==> src/rtl/core/pgpg_pkg.sv <==
// ----------------------------------------------------------------------------
// Polar Gaussian pair generator package
// Shared constants and the stage payload types of the datapath.
// ----------------------------------------------------------------------------
package pgpg_pkg;

    // Uniform input resolution and fraction bits of the output deviate.
    localparam int UNIFORM_BITS  = 32;
    localparam int OUT_FRAC_BITS = 26;

    // Iteration counts of the logarithm/divider and square root pipelines.
    localparam int LOG_STEPS  = 32;
    localparam int SQRT_STEPS = 32;

    // 2 ln 2 in Q1.31.
    localparam logic [31:0] TWO_LN2_Q31 = 32'hB17217F8;
    // One half in Q0.32, the offset that centers a uniform sample.
    localparam logic [31:0] HALF_Q31    = 32'h8000_0000;
    // Radius one in Q2.62.
    localparam logic [63:0] S_ONE       = 64'h4000_0000_0000_0000;
    // Keeps the valid bits of a uniform sample.
    localparam logic [63:0] UNI_MASK    = (UNIFORM_BITS >= 64) ? {64{1'b1}} :
                                          ((64'd1 << UNIFORM_BITS) - 64'd1);

    // Payload of the logarithm and ratio pipeline.
    typedef struct packed {
        logic        n1;
        logic        n2;
        logic [5:0]  p;
        logic [31:0] m;
        logic [31:0] f;
        logic [62:0] den;
        logic [62:0] rem1;
        logic [62:0] rem2;
        logic [32:0] q1;
        logic [32:0] q2;
    } t_ld;

    // Squared deviates, ready for the square root.
    typedef struct packed {
        logic        n1;
        logic        n2;
        logic [63:0] v1;
        logic [63:0] v2;
    } t_vv;

    // Payload of the square root pipeline.
    typedef struct packed {
        logic        n1;
        logic        n2;
        logic [63:0] v1;
        logic [63:0] v2;
        logic [63:0] r1;
        logic [63:0] r2;
    } t_sq;

    // Finished magnitudes handed to the output stage.
    typedef struct packed {
        logic        vld;
        logic        n1;
        logic        n2;
        logic [32:0] r1;
        logic [32:0] r2;
    } t_root;

endpackage

==> src/rtl/core/pgpg_out.sv <==
// ----------------------------------------------------------------------------
// Output stage
// Applies sign and saturation, holds a pair and sends it as two beats.
// ----------------------------------------------------------------------------
module pgpg_out (
    input  logic               i_clk,
    input  logic               i_rst_n,
    input  pgpg_pkg::t_root    i_root,
    input  logic               i_ready,
    output logic               o_take,
    output logic               o_valid,
    output logic signed [31:0] o_gaussian_value,
    output logic               o_last_of_pair
);

    function automatic logic [31:0] fmt(input logic neg, input logic [32:0] r);
        logic [63:0] mag;
        mag = {31'd0, r};
        if (pgpg_pkg::OUT_FRAC_BITS >= 28) begin
            mag = mag << (pgpg_pkg::OUT_FRAC_BITS - 28);
        end else begin
            mag = mag >> (28 - pgpg_pkg::OUT_FRAC_BITS);
        end
        if (neg) begin
            if (mag > 64'h8000_0000) begin
                mag = 64'h8000_0000;
            end
            fmt = 32'(64'd0 - mag);
        end else begin
            if (mag > 64'h7FFF_FFFF) begin
                mag = 64'h7FFF_FFFF;
            end
            fmt = mag[31:0];
        end
    endfunction

    logic        r_ov;
    logic        r_ph;
    logic [31:0] r_x1, r_x2;

    // A new pair may load when the holder is empty or its second beat leaves.
    assign o_take = !r_ov || (r_ph && i_ready);

    always_ff @(posedge i_clk) begin
        if (!i_rst_n) begin
            r_ov <= 1'b0;
            r_ph <= 1'b0;
        end else if (o_take) begin
            r_ov <= i_root.vld;
            r_ph <= 1'b0;
        end else if (i_ready) begin
            r_ph <= 1'b1;
        end
    end

    always_ff @(posedge i_clk) begin
        if (o_take) begin
            r_x1 <= fmt(i_root.n1, i_root.r1);
            r_x2 <= fmt(i_root.n2, i_root.r2);
        end
    end

    assign o_valid          = r_ov;
    assign o_last_of_pair   = r_ph;
    assign o_gaussian_value = r_ph ? r_x2 : r_x1;

endmodule

==> config.mk <==
export PLATFORM = sky130hd
export DESIGN_NAME = pgpg_out
export DESIGN_NICKNAME = d
export VERILOG_FILES = /design/src/rtl/core/pgpg_pkg.sv /design/src/rtl/core/pgpg_out.sv
export SDC_FILE = /design/constraint.sdc
export NUM_CORES = 1
export LEC_CHECK = 0
export ABC_CLOCK_PERIOD_IN_PS = 3360
export BUFFER_PORTS_ARGS = -buffer_cell sky130_fd_sc_hd__clkbuf_2
export CORE_MARGIN = 3
export CORE_UTILIZATION = 52
export CTS_CLUSTER_DIAMETER = 40
export DETAILED_ROUTE_END_ITERATION = 16
export PLACE_DENSITY = 0.8
export SYNTH_ARGS = -nofsm -noshare
export SYNTH_HDL_FRONTEND = slang
export SYNTH_SLANG_ARGS = --single-unit
==> constraint.sdc <==
create_clock -name i_clk -period 3.36 [get_ports i_clk]
set_input_delay 0.84 -clock i_clk [delete_from_list [all_inputs] [get_ports i_clk]]
set_output_delay 0.84 -clock i_clk [all_outputs]
set_load 0.02 [all_outputs]
# ---- After elaboration in Yosys (flattened, before gate mapping)
# Cells that the tools add are included.
dict set report word_totals {
  register_bits 66
  inputBits 72
  output_inout_bits 35
}
dict set report op_classes {
  addsub 2
  n_lt_le_gt_ge 4
  muxes 13
  n_bitwise 1
  reduce_logical 4
}
# operator n
set op_table {}
lappend op_table {{32-bit 2-to-1 mux} 11}
lappend op_table {{64-bit by 31-bit > comparator with 1-bit output (second input constant)} 2}
lappend op_table {{64-bit by 32-bit > comparator with 1-bit output (second input constant)} 2}
lappend op_table {{64-bit 2-to-1 mux} 2}
lappend op_table {{1-bit by 32-bit subtractor with 32-bit output (first input constant)} 2}
lappend op_table {{2-bit OR reduction} 1}
lappend op_table {{1-bit logical AND} 1}
lappend op_table {{1-bit zero test} 1}
lappend op_table {{1-bit logical OR} 1}
lappend op_table {{1-bit NOT} 1}

# ---- Logic depth before layout (Yosys ltp)
# Gate-level depths: netlist (run 1).
dict set report depth {
  ltp_word 9
  mapped_depth 6
  ltp_nobuf 6
}

# ---- Worst setup path after synthesis (run 1)
# Ideal clock, no wire load.
dict set report synth_timing {
  path_kind {input-to-output}
  startpoint {input port i_ready}
  endpoint {output port o_take}
  t_arrival_ps 2395
  t_required_ps 2520
  path_slack_ps 125
  stages 2
  path_buffers 0
  path_cell_list {nand2_1 -> nand2_1}
}
dict set report synth_between {
  elab_chain_cells 2
}
# item line
set synth_lines {}
lappend synth_lines {{start: declaration} pgpg_out.sv:9} ;# input logic i_ready,
lappend synth_lines {{1-bit logical AND} pgpg_out.sv:42} ;# assign o_take = !r_ov || (r_ph && i_ready);
lappend synth_lines {{1-bit logical OR} pgpg_out.sv:42}
lappend synth_lines {{end: declaration} pgpg_out.sv:10} ;# output logic o_take,
# Every way passes these cells.

# ---- Worst setup path after layout (run 1)
dict set report layout_timing {
  startpoint {input port i_root[18] in the netlist's numbering}
  endpoint {register r_x2[31] (data pin)}
}
dict set report layout_between {
  elab_chain_cells 7
  word_cells_on_any_way 9
  cone_classes {add/sub: 1; order compare: 2; mux: 6}
}
# item line
set layout_lines {}
lappend layout_lines {{start: declaration} pgpg_out.sv:8} ;# input pgpg_pkg::t_root i_root,
lappend layout_lines {{64-bit 2-to-1 mux *} pgpg_out.sv:57} ;# if (o_take) begin
lappend layout_lines {{64-bit by 32-bit > comparator with 1-bit output} pgpg_out.sv:25} ;# if (mag > 64'h8000_0000) begin
lappend layout_lines {{32-bit 2-to-1 mux} pgpg_out.sv:25}
lappend layout_lines {{32-bit 2-to-1 mux} pgpg_out.sv:24} ;# if (neg) begin
lappend layout_lines {{32-bit 2-to-1 mux} pgpg_out.sv:57}
lappend layout_lines {{1-bit by 32-bit subtractor with 32-bit output} pgpg_out.sv:28} ;# fmt = 32'(64'd0 - mag);
lappend layout_lines {{32-bit 2-to-1 mux *} pgpg_out.sv:24}
lappend layout_lines {{end signal: assignment} pgpg_out.sv:59} ;# r_x2 <= fmt(i_root.n2, i_root.r2);
lappend layout_lines {{end: declaration} pgpg_out.sv:39} ;# logic [31:0] r_x1, r_x2;
# Mark *: on every way between the ends. The rest lies on a longest branch, timed or not. The select of a mux whose other input is x is not followed.
# A chain may end at the register's enable or synchronous reset.

==> results of run 1 <==
[cell usage in the layout, fill, tap and decap left out, types with 2 or more instances in the layout]
cell,instances
or4_4,2
nand4_1,4
buf_4,7
or3_1,6
clkinv_1,2
o41ai_2,3
inv_1,6
o31ai_1,20
or4_1,3
nor3_1,5
o41ai_1,14
nand3_1,5
ha_1,2
nor4_1,6
clkbuf_2,102
dfxtp_1,2
nor2_1,7
nand4b_1,2
clkbuf_8,9
nand2_1,16
edfxtp_1,64
o21ai_0,15
mux2_2,32
nor2b_1,2
xnor2_1,58
nand2b_1,4
[sequential cells by signal, indices dropped and copies added, names as in the netlist]
register,count
r_x1,32
o_valid,1
r_x2,32
o_last_of_pair,1
[where the power goes]
part | total, mW | switching, mW | internal [mW]
Sequential | 1.04 | 0.0238 | 1.01
Clock | 0.616 | 0.286 | 0.330
Combinational | 0.404 | 0.232 | 0.171
[cell usage after synthesis (3+ instances only)]
library cell	n	area share (%)
clkbuf_1	11	1.1
edfxtp_1	64	52
inv_1	6	0.60
mux2_2	32	9.7
nand2_1	17	1.7
nand2b_1	4	0.67
nand3_1	5	0.67
nand4_1	4	0.67
nor2_1	7	0.70
nor3_1	5	0.67
nor4_1	6	1.0
o21ai_0	15	2.0
o31ai_1	20	4.0
o41ai_1	14	3.3
o41ai_2	3	1.3
or3_1	6	1.0
or4_1	3	0.60
xnor2_1	58	14
[routing by layer]
| layer | part of all wire [%] | up-vias | routed length (µm) |
|---|---|---|---|
| li1 | - | 1367 | - |
| met1 | 43 | 1347 | 3660 |
| met2 | 48 | 119 | 4072 |
| met3 | 6.1 | 15 | 518 |
| met4 | 2.1 | 0 | 180 |
| met5 | 0 | - | 0 |
[per-stage QoR]
step           hold slack, ns  util, %  instance area (µm²)  total power [mW]  std cells
2_1_floorplan          0.5829        -                 3729             1.303        300
3_3_place_gp           0.5052    63.39                 4354             1.446        491
3_5_place_dp           0.5181    63.39                 4354             1.460        491
4_1_cts                0.5269    65.90                 4527             2.070        505
5_1_grt                0.5514    65.90                 4527             2.141        505
6_report               0.5230    65.90                 4527             2.058        505
[final cells by class]
| type | count | share of cell area (%) |
|---|---|---|
| clock inverters | 4 | 0.9950 |
| repair buffers | 109 | 12.44 |
| multi-input cells | 214 | 37.26 |
| flip-flops and latches | 66 | 43.34 |
| well taps | 96 | 2.653 |
| inverters | 6 | 0.4975 |
| clock buffers | 10 | 2.819 |
[worst max-delay path by stage]
stage / startpoint / endpoint / slack [ns] / cells past startpoint
2_1_floorplan: i_ready / o_take / 0.12 / 2
3_3_place_gp: i_root[18] / r_x2[31] / 0.45 / 5
3_5_place_dp: i_root[18] / r_x2[31] / 0.42 / 5
4_1_cts: i_root[18] / r_x2[31] / 0.77 / 5
5_1_grt: i_root[42] / r_x1[25] / 0.62 / 5
6_report: i_root[18] / r_x2[31] / 0.76 / 5
[cells by family (layout without fill, tap and decap cells)]
group	after synthesis	in the layout	share of synthesized area, %
fa+ha+maj	2	2	0.6710
mux	32	32	9.665
simple gates	66	66	9.665
compound gates	55	55	11.31
flops	66	66	52.62
xor+xnor	59	59	13.86
buf+inv	20	129	2.215
[critical path: cells and delay by family]
kind	cells	cell delay [ns]
compound gates	1	0.24
buf+inv	1	0.12
simple gates	3	1.48
==> results.md, run 1 <==
* Nets@finish at 480
* Post-synth EDFFs at 64
* Initial core utilization at 54.28%
* Syn-to-layout area delta at 21.41%
* Die area at 0.008222 mm²
* First-pass GRT wire length at 13.29 mm
* Share of layout cells above drive strength 1 at 38.88%
* Final WL at 8.432 mm
* Reg2reg end: r_x2[6]
* Clock root buffer: clkbuf_8
* IO Port Bufs at 102
* Hold endpoint: o_last_of_pair
* Detailed Place HPWL at 6.162 mm
* Hold-fix buffer count after cts at 0
* Rel. slew slack at 46.10%
* Post-Place Setup Slack at 0.4207 ns
* Tcrit/Tclk final at 77.40%
* Grt ovf at 0
* IO Count at 107
* P_leak at 1.654 nW
* Grt met2 use at 34.10%
* Clk sinks at 66
* Fmax achieved at 384.5 MHz
* Flops & latches, synth at 66
* DR DRC count at 0
* Fin crit period at 2.601 ns
* Worst setup EP type: flip-flop
* Peak VDD IR at 278.9 µV
* Initial DRC Count at 193
* Worst Setup Path Type: in2reg
* Ys async rst share at 0%
* Antenna Nets Post-Route at 0
* Predominant post-synthesis flop cell: edfxtp_1
* Vias in the first global route at 2788
* CTS tree: done
* R2R Path Start: o_last_of_pair
* Clock skew at 0.007004 ns
* Hold path start: o_valid
* Worst Reg-to-Reg Cells at 4
* DR vias at 2848
* Final setup viols at 0
* Drt wl/cell at 16.70 µm
* PwrDens at 454.6 mW/mm²
* Total CTS buffers at 9
* Htree depth at 3
* Total track usage at 20.58%
* Post-synthesis average cell area at 12.43 µm²
* Yosys warnings at 0
* Via density at 5.640
* Multi-input gate area at 0.001687 mm²
* Slew Limit Fails at 0
* Slowest CP cell: or4_4
* Critical path cell sequence: clkbuf_2 -> or4_4 -> or4_4 -> or3_1 -> o31a_1
* Fill cells at 564
* Worst-Margin Slew at 0.8085 ns
* Hold path cells at 1
* Worst setup margin at 0.7595 ns
* ANT cells at 0
* Row count at 30
* Mapped Cells at 300
* Flop-to-flop setup slack at 1.47 ns
* Status: completed
* Initial antenna violation count at 0
* Largest net degree at the start of global routing at 65
* PostCTS Resize Cnt at 0
* Router iterations before antenna repair at 4
* Clk buf depth at 2
* Met1 Track Usage GR at 26.48%
* Storage element area at 0.001962 mm²
* Hold Crit Class: reg2reg
* Post-synthesis cell type count at 32
* Clock slew at reported path FFs at 0.06 ns
* Clk Latency, worst-skew pair at 0.33 ns
* Unrepaired setup endpoints after global routing: false
* GR Util met3 at 3.417%
* Die W at 90.68 µm
* Arrival @ worst endpoint at 2.68 ns
* Crit-path max cell delay at 0.55 ns
* Final count of hold timing violations at 0
* Highest net fanout along the worst path at 10
* Placer Congestion at 0.8279
* Die H at 90.68 µm
* Setup Fix Bufs, Post-CTS at 0
* Post-synthesis sequential area ratio at 52.62%
* MaxCap Viol Count at 0
* Critical Path Most Common Cell: or4_4
* Worst EP required at 3.44 ns
* Gr busiest metal: met2
* Core area at 0.006869 mm²
* Syn_nets at 374
* Startpoint Class: input pin
* Post-Syn Area at 0.003729 mm²
* Setup TNS at 0 ns
Power figures use the tool's default switching activity.
==> run 2, diff against run 1 <==
--- a/config.mk
+++ b/config.mk
@@ -5,7 +5,7 @@
 export SDC_FILE = /design/constraint.sdc
 export NUM_CORES = 1
 export LEC_CHECK = 0
-export ABC_CLOCK_PERIOD_IN_PS = 3360
+export ABC_CLOCK_PERIOD_IN_PS = 2600
 export BUFFER_PORTS_ARGS = -buffer_cell sky130_fd_sc_hd__clkbuf_2
 export CORE_MARGIN = 3
 export CORE_UTILIZATION = 52
==> constraint.sdc (replaced) <==
create_clock -name i_clk -period 2.6 [get_ports i_clk]
set_input_delay 0.65 -clock i_clk [delete_from_list [all_inputs] [get_ports i_clk]]
set_output_delay 0.65 -clock i_clk [all_outputs]
set_load 0.02 [all_outputs]
==> run 2 against run 1 <==
  * Global-route usage rose by 0.27 points
  * Highest routed layer unchanged
  * Sequential power increased by 29%
  * Largest power group unchanged
  * Count of clock-buffer cells in the layout unchanged
  * First-iteration DRC count is 42% lower
  * Clock power rose by 34%
  * Via count is 1.5% higher
  * Combinational power is 32% higher
  * Worst hold slack better by 0.0035 ns
==> results.md, run 2 (same netlist as run 1, synthesis figures left out) <==
* Largest net degree at the start of global routing at 65
* Biggest regs: r_x1: 32 flops, r_x2: 32 flops
* Clk buf depth at 2
* IO Port Bufs at 102
* Status: completed
* Hold Crit Class: reg2reg
* Placer Congestion at 0.8063
* Final WL at 8.363 mm
* Commonest non-fill, non-tap cell in the layout: clkbuf_2
* DR DRC count at 0
* Internal power at 1.977 mW
* Htree depth at 3
* Initial antenna violation count at 0
* Clock slew at reported path FFs at 0.07 ns
* Sw Share at 26.79%
* Seq pwr share at 49.8%
* Unrepaired setup endpoints after global routing: false
* Initial DRC Count at 112
* Clock power share at 30.5%
* Drt wl/cell at 16.08 µm
* ANT cells at 0
* Final setup viols at 0
* Antenna Nets Post-Route at 0
* Fin area at 0.004649 mm²
* Vias in the first global route at 2806
* Router iterations before antenna repair at 6
* Slew Limit Fails at 0
* Final count of hold timing violations at 0
* Hold-fix buffer count after cts at 0
* Tcrit/Tclk final at 89.61%
* Fin crit period at 2.330 ns
* Worst Setup Path Type: in2reg
* Worst EP required at 2.67 ns
* Die W at 90.68 µm
* Total CTS buffers at 9
* Net load switching power at 0.7233 mW
* Clk Latency, worst-skew pair at 0.33 ns
* Die H at 90.68 µm
* Startpoint Class: input pin
* Core area at 0.006869 mm²
* Share of layout cells above drive strength 1 at 41.04%
* Total track usage at 20.85%
* Clock skew at 0.006153 ns
* Setup Fix Bufs, Post-CTS at 0
* First-pass GRT wire length at 13.45 mm
* Row count at 30
* DR vias at 2891
* MaxCap Viol Count at 0
* Grt ovf at 0
* Arrival @ worst endpoint at 2.40 ns
* Combinational share of power at 19.7%
* Detailed Place HPWL at 6.278 mm
* Setup TNS at 0 ns
* Die area at 0.008222 mm²
* Rel. slew slack at 56.52%
* Worst setup margin at 0.2702 ns
* P_leak at 1.724 nW
* Nets@finish at 493
* Initial core utilization at 54.28%
* Syn-to-layout area delta at 24.70%
* Worst-Margin Slew at 0.6522 ns
* CTS tree: done
* Highest net fanout along the worst path at 6
* Peak VDD IR at 357.2 µV
* PostCTS Resize Cnt at 0
* Worst setup EP type: flip-flop
* Post-DP Area at 0.004464 mm²
* Via density at 5.560
* Clock root buffer: clkbuf_8
* Post-Place Setup Slack at -0.06824 ns
* Clk sinks at 66
* Final Power at 2.700 mW
* Commonest non-fill, non-tap cells in the layout: clkbuf_2, edfxtp_1, xnor2_1, mux2_2, o31ai_1
* Fmax achieved at 429.2 MHz
* PwrDens at 580.8 mW/mm²
* IO Count at 107
==> run 2: critical path, stage by stage <==
cell and delay, ns:
clkbuf_2 0.09, or4_4 0.54, or4_4 0.47, buf_4 0.19, o41ai_2 0.35, xnor2_1 0.12
==> run 2: power by group through the flow <==
stage | combinational [mW] | clock, mW | sequential [mW]
final | 0.532 | 0.825 | 1.34
after global routing | 0.577 | 0.881 | 1.35
after CTS | 0.535 | 0.834 | 1.34
after detailed placement | 0.533 | 0 | 1.37
after global placement | 0.520 | 0 | 1.36
after floorplan | 0.328 | 0 | 1.35
==> run 2: area by class of cell <==
| class | count | area (µm²) |
|---|---|---|
| clock buffer | 10 | 127.6 |
| clock inverter | 6 | 57.56 |
| fill | 522 | 2220 |
| inverter | 6 | 22.52 |
| multi-input combinational | 214 | 1687 |
| sequential | 66 | 1962 |
| tap | 96 | 120.1 |
| timing repair buffer | 122 | 673.1 |
==> run 2: per-layer routing <==
layer | share of wire (%) | routed length [µm] | vias to the layer above | global-route usage, %
met5 | 0 | 0 | - | 0
met4 | 2.5 | 205 | 0 | 9.056
met3 | 5.6 | 469 | 20 | 4.167
met1 | 44 | 3659 | 1378 | 26.33
met2 | 48 | 4029 | 96 | 34.77
li1 | - | - | 1397 | -
==> run 2: metrics by stage <==
stage	hold slack (ns)	util [%]	cells
finish	0.5265	67.69	520
global route	0.5392	67.69	520
CTS	0.5284	67.69	520
detailed placement	0.5192	64.99	504
global placement	0.5062	64.99	504
floorplan	0.5938	-	300
==> run 2: worst paths after layout <==
path / start / endpoint / slack [ns] / depth (start not counted)
min: o_valid / o_last_of_pair / 0.53 / 1
max: i_root[20] / r_x2[28] / 0.27 / 6
max reg2reg: o_last_of_pair / r_x1[20] / 1.15 / 4
min reg2reg: o_valid / o_last_of_pair / 0.53 / 1
==> run 3, diff against run 2 <==
--- a/config.mk
+++ b/config.mk
@@ -12,6 +12,7 @@
 export CTS_CLUSTER_DIAMETER = 40
 export DETAILED_ROUTE_END_ITERATION = 16
 export PLACE_DENSITY = 0.8
+export RECOVER_POWER = 100
 export SYNTH_ARGS = -nofsm -noshare
 export SYNTH_HDL_FRONTEND = slang
 export SYNTH_SLANG_ARGS = --single-unit
==> run 3 against run 2 <==
  * The flow now finishes with violations (max-capacitance violations, max-slew violations)
  * Worst hold slack worse by 0.011 ns
  * Wire length is essentially flat
  * Global-route usage stayed put
  * Critical path type unchanged
  * Critical endpoint unchanged
==> results.md, run 3 (same netlist as run 1, synthesis figures left out) <==
* Status: finished, violations left
* Failing checks: max-capacitance violations, max-slew violations
* R2R Path Start: o_last_of_pair
* MaxCap Viol Count at 1
* Fill cells at 550
* DR vias at 2879
* Clock power share at 30.7%
* Clk buf depth at 2
* Net load switching power at 0.7175 mW
* Internal power at 1.958 mW
* ANT cells at 0
* Final Power at 2.675 mW
* Setup crit start: i_root[20]
* Seq pwr share at 50.3%
* CTS tree: done
* Final setup viols at 0
* Initial core utilization at 54.28%
* Peak VDD IR at 354.1 µV
* Post-DP Area at 0.004464 mm²
* Crit-path max cell delay at 0.58 ns
* Critical path cell sequence: clkbuf_1 -> or4_1 -> or4_1 -> buf_4 -> o41ai_2 -> xnor2_1
* Final Non-Filler Cells at 520
* Worst EP required at 2.67 ns
* Fin crit period at 2.451 ns
* Uppermost layer routed: met4
* Core area at 0.006869 mm²
* Final count of hold timing violations at 0
* P_leak at 1.576 nW
* Initial DRC Count at 157
* Nets@finish at 493
* Rel. slew slack at -3.187%
* Row count at 30
* Syn-to-layout area delta at 22.15%
* Hold-fix buffer count after cts at 0
* Worst-Margin Slew at 1.548 ns
* Commonest non-fill, non-tap cell in the layout: edfxtp_1
* Combinational share of power at 19.0%
* PwrDens at 587.4 mW/mm²
* First-pass GRT wire length at 13.45 mm
* IO Port Bufs at 102
* Clock slew at reported path FFs at 0.07 ns
* Antenna Nets Post-Route at 0
* Commonest non-fill, non-tap cells in the layout: edfxtp_1, clkbuf_2, xnor2_1, clkbuf_1, mux2_2
* Arrival @ worst endpoint at 2.52 ns
* Setup Fix Bufs, Post-CTS at 0
* Critical Path Most Common Cell: or4_1
* Flop-to-flop setup slack at 0.29 ns
* Unrepaired setup endpoints after global routing: false
* Die W at 90.68 µm
* Reg2reg end: r_x1[20]
* Met3 wire len at 540 µm
* Tcrit/Tclk final at 94.27%
* Routed met1 length at 3.546 mm
* Clock skew at 0.005555 ns
* Sw Share at 26.82%
* Router iterations before antenna repair at 4
* DR DRC count at 0
* Worst setup EP type: flip-flop
* Clk Latency, worst-skew pair at 0.33 ns
* Vias in the first global route at 2806
* IO Count at 107
* Detailed Place HPWL at 6.278 mm
* CP delay by family, top: simple AND/OR/NAND/NOR gates
* Via density at 5.537
* Biggest regs: r_x1: 32 flops, r_x2: 32 flops
* Highest net fanout along the worst path at 6
* Hold Crit Class: reg2reg
* Sum of buffers and inverters on the critical path at 2
* Die H at 90.68 µm
* Slew Limit Fails at 65
* Startpoint Class: input pin
* Grt ovf at 0
* Share of layout cells above drive strength 1 at 29.48%
* Setup TNS at 0 ns
* Post-route core utilization at 66.30%
* Worst Reg-to-Reg Cells at 4
* Fin area at 0.004554 mm²
* Clock root buffer: clkbuf_8
* Total CTS buffers at 9
* Die area at 0.008222 mm²
* Initial antenna violation count at 0
* PostCTS Resize Cnt at 0
* Total track usage at 20.85%
* Placed cells at 504
* Slowest CP cell: or4_1
* Clk sinks at 66
* Htree depth at 3
* Routed wl met2 at 4.115 mm
* Worst Setup Path Type: in2reg
* Fmax achieved at 408.0 MHz
* Drt wl/cell at 16.08 µm
* Largest net degree at the start of global routing at 65
* Placer Congestion at 0.8063
* Worst path depth at 6
* Setup crit end: r_x2[28]
* Hold path cells at 1
* Final WL at 8.361 mm
-- run 3: cell types whose count changed in the layout (fill, tap and decap cells not counted) --
| cell | delta |
|---|---|
| buf_12 | -1 |
| nand2_1 | +1 |
| or4_1 | +2 |
| buf_4 | -5 |
| or4_4 | -2 |
| nand2_2 | -1 |
| clkbuf_1 | +46 |
| clkbuf_2 | -40 |
-- run 3: power groups by stage --
| stage | sequential, mW | clock [mW] | combinational, mW |
|---|---|---|---|
| 6_report | 1.35 | 0.821 | 0.508 |
| 2_1_floorplan | 1.35 | 0 | 0.328 |
| 3_5_place_dp | 1.37 | 0 | 0.533 |
| 5_1_grt | 1.36 | 0.881 | 0.554 |
| 3_3_place_gp | 1.36 | 0 | 0.520 |
| 4_1_cts | 1.34 | 0.834 | 0.535 |
-- run 3: through the flow --
step / hold slack, ns / setup slack (ns)
6_report: 0.5152 / 0.1489
4_1_cts: 0.5284 / 0.2785
5_1_grt: 0.5456 / 0.08451
2_1_floorplan: 0.5938 / 0.01423
3_3_place_gp: 0.5062 / -0.03565
3_5_place_dp: 0.5192 / -0.06824
-- run 3: worst min-delay path by stage --
stage,endpoint,from
2_1_floorplan,o_last_of_pair,o_valid
3_3_place_gp,o_last_of_pair,o_valid
3_5_place_dp,o_last_of_pair,o_valid
4_1_cts,o_last_of_pair,o_valid
5_1_grt,o_valid,i_rst_n
6_report,o_last_of_pair,o_valid
-- run 3: layer usage --
| metal | vias up | global-route usage, % |
|---|---|---|
| met4 | 0 | 9.056 |
| li1 | 1393 | - |
| met5 | - | 0 |
| met3 | 14 | 4.167 |
| met1 | 1373 | 26.33 |
| met2 | 99 | 34.77 |
-- run 3: final cells by class --
cell class                      count  area, µm²  area share, %
Sequential cell                    66       1962          43.08
Multi-Input combinational cell    214       1677          36.81
Timing Repair Buffer              122      588.1          12.91
Clock buffer                       10      127.6          2.802
Tap cell                           96      120.1          2.637
Clock inverter                      6      57.56          1.264
Inverter                            6      22.52         0.4945
-- run 3: worst register-to-register path, cell delays in order, from the launching register on --
cell      delay, ns
dfxtp_1        0.33
buf_4          0.23
nand2_1        0.10
nand2_1        0.09
clkbuf_2       1.13
